`config.mk`:
```
export PLATFORM = sky130hd
export DESIGN_NAME = rrtt_ram
export DESIGN_NICKNAME = d
export VERILOG_FILES = /design/src/design/rrtt_ram.sv
export SDC_FILE = /design/constraint.sdc
export NUM_CORES = 1
export LEC_CHECK = 0
export BUFFER_PORTS_ARGS = -buffer_cell sky130_fd_sc_hd__clkbuf_2
export CELL_PAD_IN_SITES_DETAIL_PLACEMENT = 2
export CELL_PAD_IN_SITES_GLOBAL_PLACEMENT = 2
export CORE_ASPECT_RATIO = 0.9
export CORE_MARGIN = 2
export CORE_UTILIZATION = 52
export CTS_CLUSTER_SIZE = 20
export DETAILED_ROUTE_END_ITERATION = 10
export PLACE_DENSITY = 0.89
export RECOVER_POWER = 50
export SYNTH_ARGS = -nofsm -noshare
export SYNTH_HDL_FRONTEND = slang
export SYNTH_SLANG_ARGS = --single-unit
```
`constraint.sdc`:
```
create_clock -name clk_i -period 3.99 [get_ports clk_i]
set_input_delay 0.798 -clock clk_i [delete_from_list [all_inputs] [get_ports clk_i]]
set_output_delay 0.798 -clock clk_i [all_outputs]
set_load 0.02 [all_outputs]
```
`src/design/rrtt_ram.sv`:
```
// Generic single-port RAM with registered read.
// No dependencies.
`default_nettype none
module rrtt_ram #(
  parameter int unsigned Width = 8,
  parameter int unsigned Depth = 16
) (
  input  wire logic                     clk_i,
  input  wire logic                     we_i,
  input  wire logic [$clog2(Depth)-1:0] addr_i,
  input  wire logic [Width-1:0]         wdata_i,
  output logic      [Width-1:0]         rdata_o
);
  logic [Width-1:0] mem_q [Depth];

  always_ff @(posedge clk_i) begin
    if (we_i) begin
      mem_q[addr_i] <= wdata_i;
    end
    rdata_o <= mem_q[addr_i];
  end
endmodule
`default_nettype wire

```
After elaboration in Yosys (flattened, before gate mapping)
Memory sizes are Yosys's and may differ from the RTL's. A register that Yosys moved wholly into a read port is not among the register bits.
Index checks and enable logic that the tools add are counted.
{"block": "totals", "wordCells": 3, "out_inout_bits": 8, "regBits": 0, "memories": 1, "inputBits": 14, "ram_bits": 128}
{"block": "op_classes", "n_mux": 2}
{"name": "mem_q", "words": 16, "word_bits": 8, "rd": 1, "rd_clocked_by_memory_dff": 1, "wr": 1, "line": "14", "rtl": "logic [Width-1:0] mem_q [Depth];"}
{"operator": "$mux 1", "n": 2}

Depth between registers and ports, before layout
{"block": "logic_depth", "word_depth": 2, "depth_mapped": 5, "mapped_depth_nobuf": 3}

Worst setup path before layout
OpenSTA, ideal clock, no wires.
{"block": "synth_path", "path_type": "input -> register", "from": "in addr_i[2]", "to": "mem mem_q[0][0] (enable)", "path_buffers": 0, "stages": 2, "path_slack_ps": 1699, "required_time_ps": 3607, "setup_ps": 383, "t_arrival_ps": 1908, "cell_sequence": "or3b_2 nor3_1"}
{"element": "from (decl)", "line": "10", "rtl": "input wire logic [$clog2(Depth)-1:0] addr_i,"}
{"element": "to (decl)", "line": "14"}
No word-level cell before the write port.

Worst setup path in the final report
{"block": "layout_path", "from": "in addr_i[2]", "to": "mem mem_q[3][2] (enable)"}
No word-level cell before the write port.

==> results.md <==
* Outcome: complete, no violations
* Comb power frac at 5.1%
* # Max-Cap Violations at 0
* Worst Hold Depth at 3
* Avg Cell Area, Syn at 22.03 sq um
* Fin crit period at 2.225 ns
* Fin nets at 280
* # hold bufs at CTS at 0
* Crit path DAT at 2.37 ns
* Final wirelength at 14,070 um
* Hold crit path type: reg -> reg
* Seq cells post-synth at 136
* Share of cells above drive strength 1 at 28.78%
* H-tree depth at 4
* Fillers at between 700 and 800
* Routed wire per std cell at ~35 um
* Yosys cell types at 18
* Antenna cells at 0
* Sequential area share after synthesis at 79.01%
* I/O pins at 22
* Worst EP required at 4.14 ns
* Die ar. at 10,550 sq um
* Sequential cell area at 4004 sq um
* Fin. Hold Viols at 0
* Clock power frac at 46.6%
* Die Width at roughly 110 um
* Row count at 34
* Leak at 1.896 nW
* P per Cell Area at 567.6 nW/um^2
* Post-route setup slack at 1.765 ns
* Post_cts resized at 0
* Worst r2r path cells at 3
* Post-route DRC at 0
* Fmax at 0.4495 GHz
* Final Non-Filler Cells at 404
* Net load switching power at about 0.00075 W
* GRT Total Usage at between 20% and 30%
* Layout Area Growth over Synthesis at 16.30%
* Final GP Congestion at between 0.7 and 0.8
* DP Wirelength at ~7900 um
* Via count at 2,567
* Ys Warns at 0
* Initial Utilization at 52.94%
* CTS Buf Count at 17
* WS Path Type: in -> reg
* Critical path startpoint: addr_i[2]
* Antenna Nets Post-Route at 0
* Number of DRC markers after the initial detailed-route iteration at 221
* Post-CTS setup buffer count at 0
* Inst Count DP at 373
* Clk slew on worst S/H paths at 0.06 ns
* Later-pin clock latency in the skew report at 0.53 ns
* Reg2reg start: mem_q[10][5]
* Vias/cell at 6.354
* Max-slew headroom at 32.14%
* Flop pwr share at just under 50%
* Sw Share at 22.32%
* Placed inst area at around 5300 sq um
* Chip height at approximately 100 um
* Start point of the worst hold path: mem_q[11][1]
* Clock sink count at 136
* Core Box Area at ~9600 sq um
* Pin slew with the least headroom to its limit at 1.018 ns
* Mapped Nets at between 200 and 250
* First-pass GRT wire length at 20,970 um
* Vias in the first global route at about 2,800
* Critical path startpoint category: input port
* CTS tree: built
* Area occupied by multi-input gates at about 1000 sq um
* Setup WS pre-CTS at 1.246 ns
* Syn Std Cell Area at 5067 sq um
* Worst-path cell chain: clkbuf_1 > or3b_2 > nor2_1
* CP peak stage delay at 0.71 ns
* R2r setup slk at around 2.5 ns
* Final Slew Violations at 0
* CTS Buffer Depth at 2
* Grt ovf at 0
* Tcrit/Tclk final at 55.76%
* Fin Clk Skew at ~0.011 ns
* TNS Setup at 0 ns
* Slowest cell on crit path: nor2_1
* Internal at 0.002598 W
* Router iterations before antenna repair at 4
* RSZ-0062 raised after global routing: no
* Port Buffers at 21
* Critical Path Fanout Max at 8
* Root Driver: clkbuf_8
* Antenna violations before repair at 0
* Cell count after synthesis at 230
* IR drop worst, VDD at around 0.00036 V
* Setup violations, final at 0
* Final instance area at around 5900 sq um
* Largest net degree at the start of global routing at 23
* Type of destination of the critical path: flop
-- final timing paths --
kind | to
worst min-delay path | rdata_o[1]
worst min register to register | rdata_o[1]
worst max-delay path | mem_q[3][2]
worst max register to register | rdata_o[5]
-- cells in the mapped netlist --
master,n,area [sq um]
buf_2,2,10.01
nand3b_1,2,15.01
nor2b_1,2,12.51
nand3_1,1,5.000
nand2_1,9,33.78
buf_6,2,22.52
mux4_2,32,720.7
buf_1,4,15.01
nor3_1,4,20.02
clkbuf_1,2,7.510
clkbuf_2,1,5.000
and2_1,1,6.260
nand2b_1,2,12.51
dfxtp_1,8,160.2
nor2_1,13,48.80
a22oi_1,16,120.1
edfxtp_1,128,3844
or3b_2,1,8.760
-- critical path: cells and delay by family --
family | cells | cell delay [ns]
buffers and inverters | 1 | 0.24
and+or+nand+nor | 2 | 1.32
-- logic make-up (layout without fill, tap and decap cells) --
group,count (synthesis),in the layout,share of synthesized area (%)
compound gates,16,16,2.370
buf+inv,11,59,1.185
flops,136,136,79.01
mux,32,32,14.22
simple gates,35,35,3.210
-- stage by stage --
step                      utilization [%]  power (W)  hold slack, ns
after floorplan                         -   0.001728          0.6349
after global placement              55.74   0.001793          0.6806
after detailed placement            55.74   0.001811          0.7118
after CTS                           61.73   0.003369          0.7494
after global routing                61.57   0.003432          0.7988
final                               61.57   0.003345          0.7533
-- registers in the layout, summed over array words and instances (netlist names) --
name / cells
mem_q: 128
rdata_o: 8
-- final cells by class --
class	instances	share of cell area, %
clock buffers	17	7.028
multi-input cells	83	17.03
repair buffers	28	2.633
well taps	126	2.675
flip-flops and latches	136	67.94
clock inverters	14	2.696
-- cells in the final DEF, fill, tap and decap left out, types with 2 or more instances in the layout --
cell type | synthesis | layout
edfxtp_1 | 128 | 128
mux4_2 | 32 | 32
a22oi_1 | 16 | 16
clkbuf_16 | 0 | 16
nor2_1 | 13 | 13
clkbuf_2 | 1 | 12
clkbuf_1 | 2 | 10
nand2_1 | 9 | 9
dfxtp_1 | 8 | 8
clkinvlp_4 | 0 | 5
buf_4 | 0 | 5
nor3_1 | 4 | 4
clkinv_2 | 0 | 3
bufinv_16 | 0 | 3
nor2b_1 | 2 | 2
nand3b_1 | 2 | 2
nand2b_1 | 2 | 2
clkinv_1 | 0 | 2
-- power by group through the flow --
stage               Clock, W  Sequential (W)  Combinational, W
floorplan                  0         0.00165         0.0000823
global placement           0         0.00164          0.000155
CTS                  0.00158         0.00162          0.000174
global route         0.00163         0.00162          0.000182
detailed placement         0         0.00164          0.000169
finish               0.00156         0.00162          0.000171
-- metal layers --
metal	share of wire (%)	global-route usage, %	up-vias
li1	-	-	1035
met1	42	43.35	1387
met2	51	46.25	130
met3	6.9	7.445	15
met4	0.92	7.890	0
met5	0	0	-
Note: power is estimated with default switching activity, not from simulation.
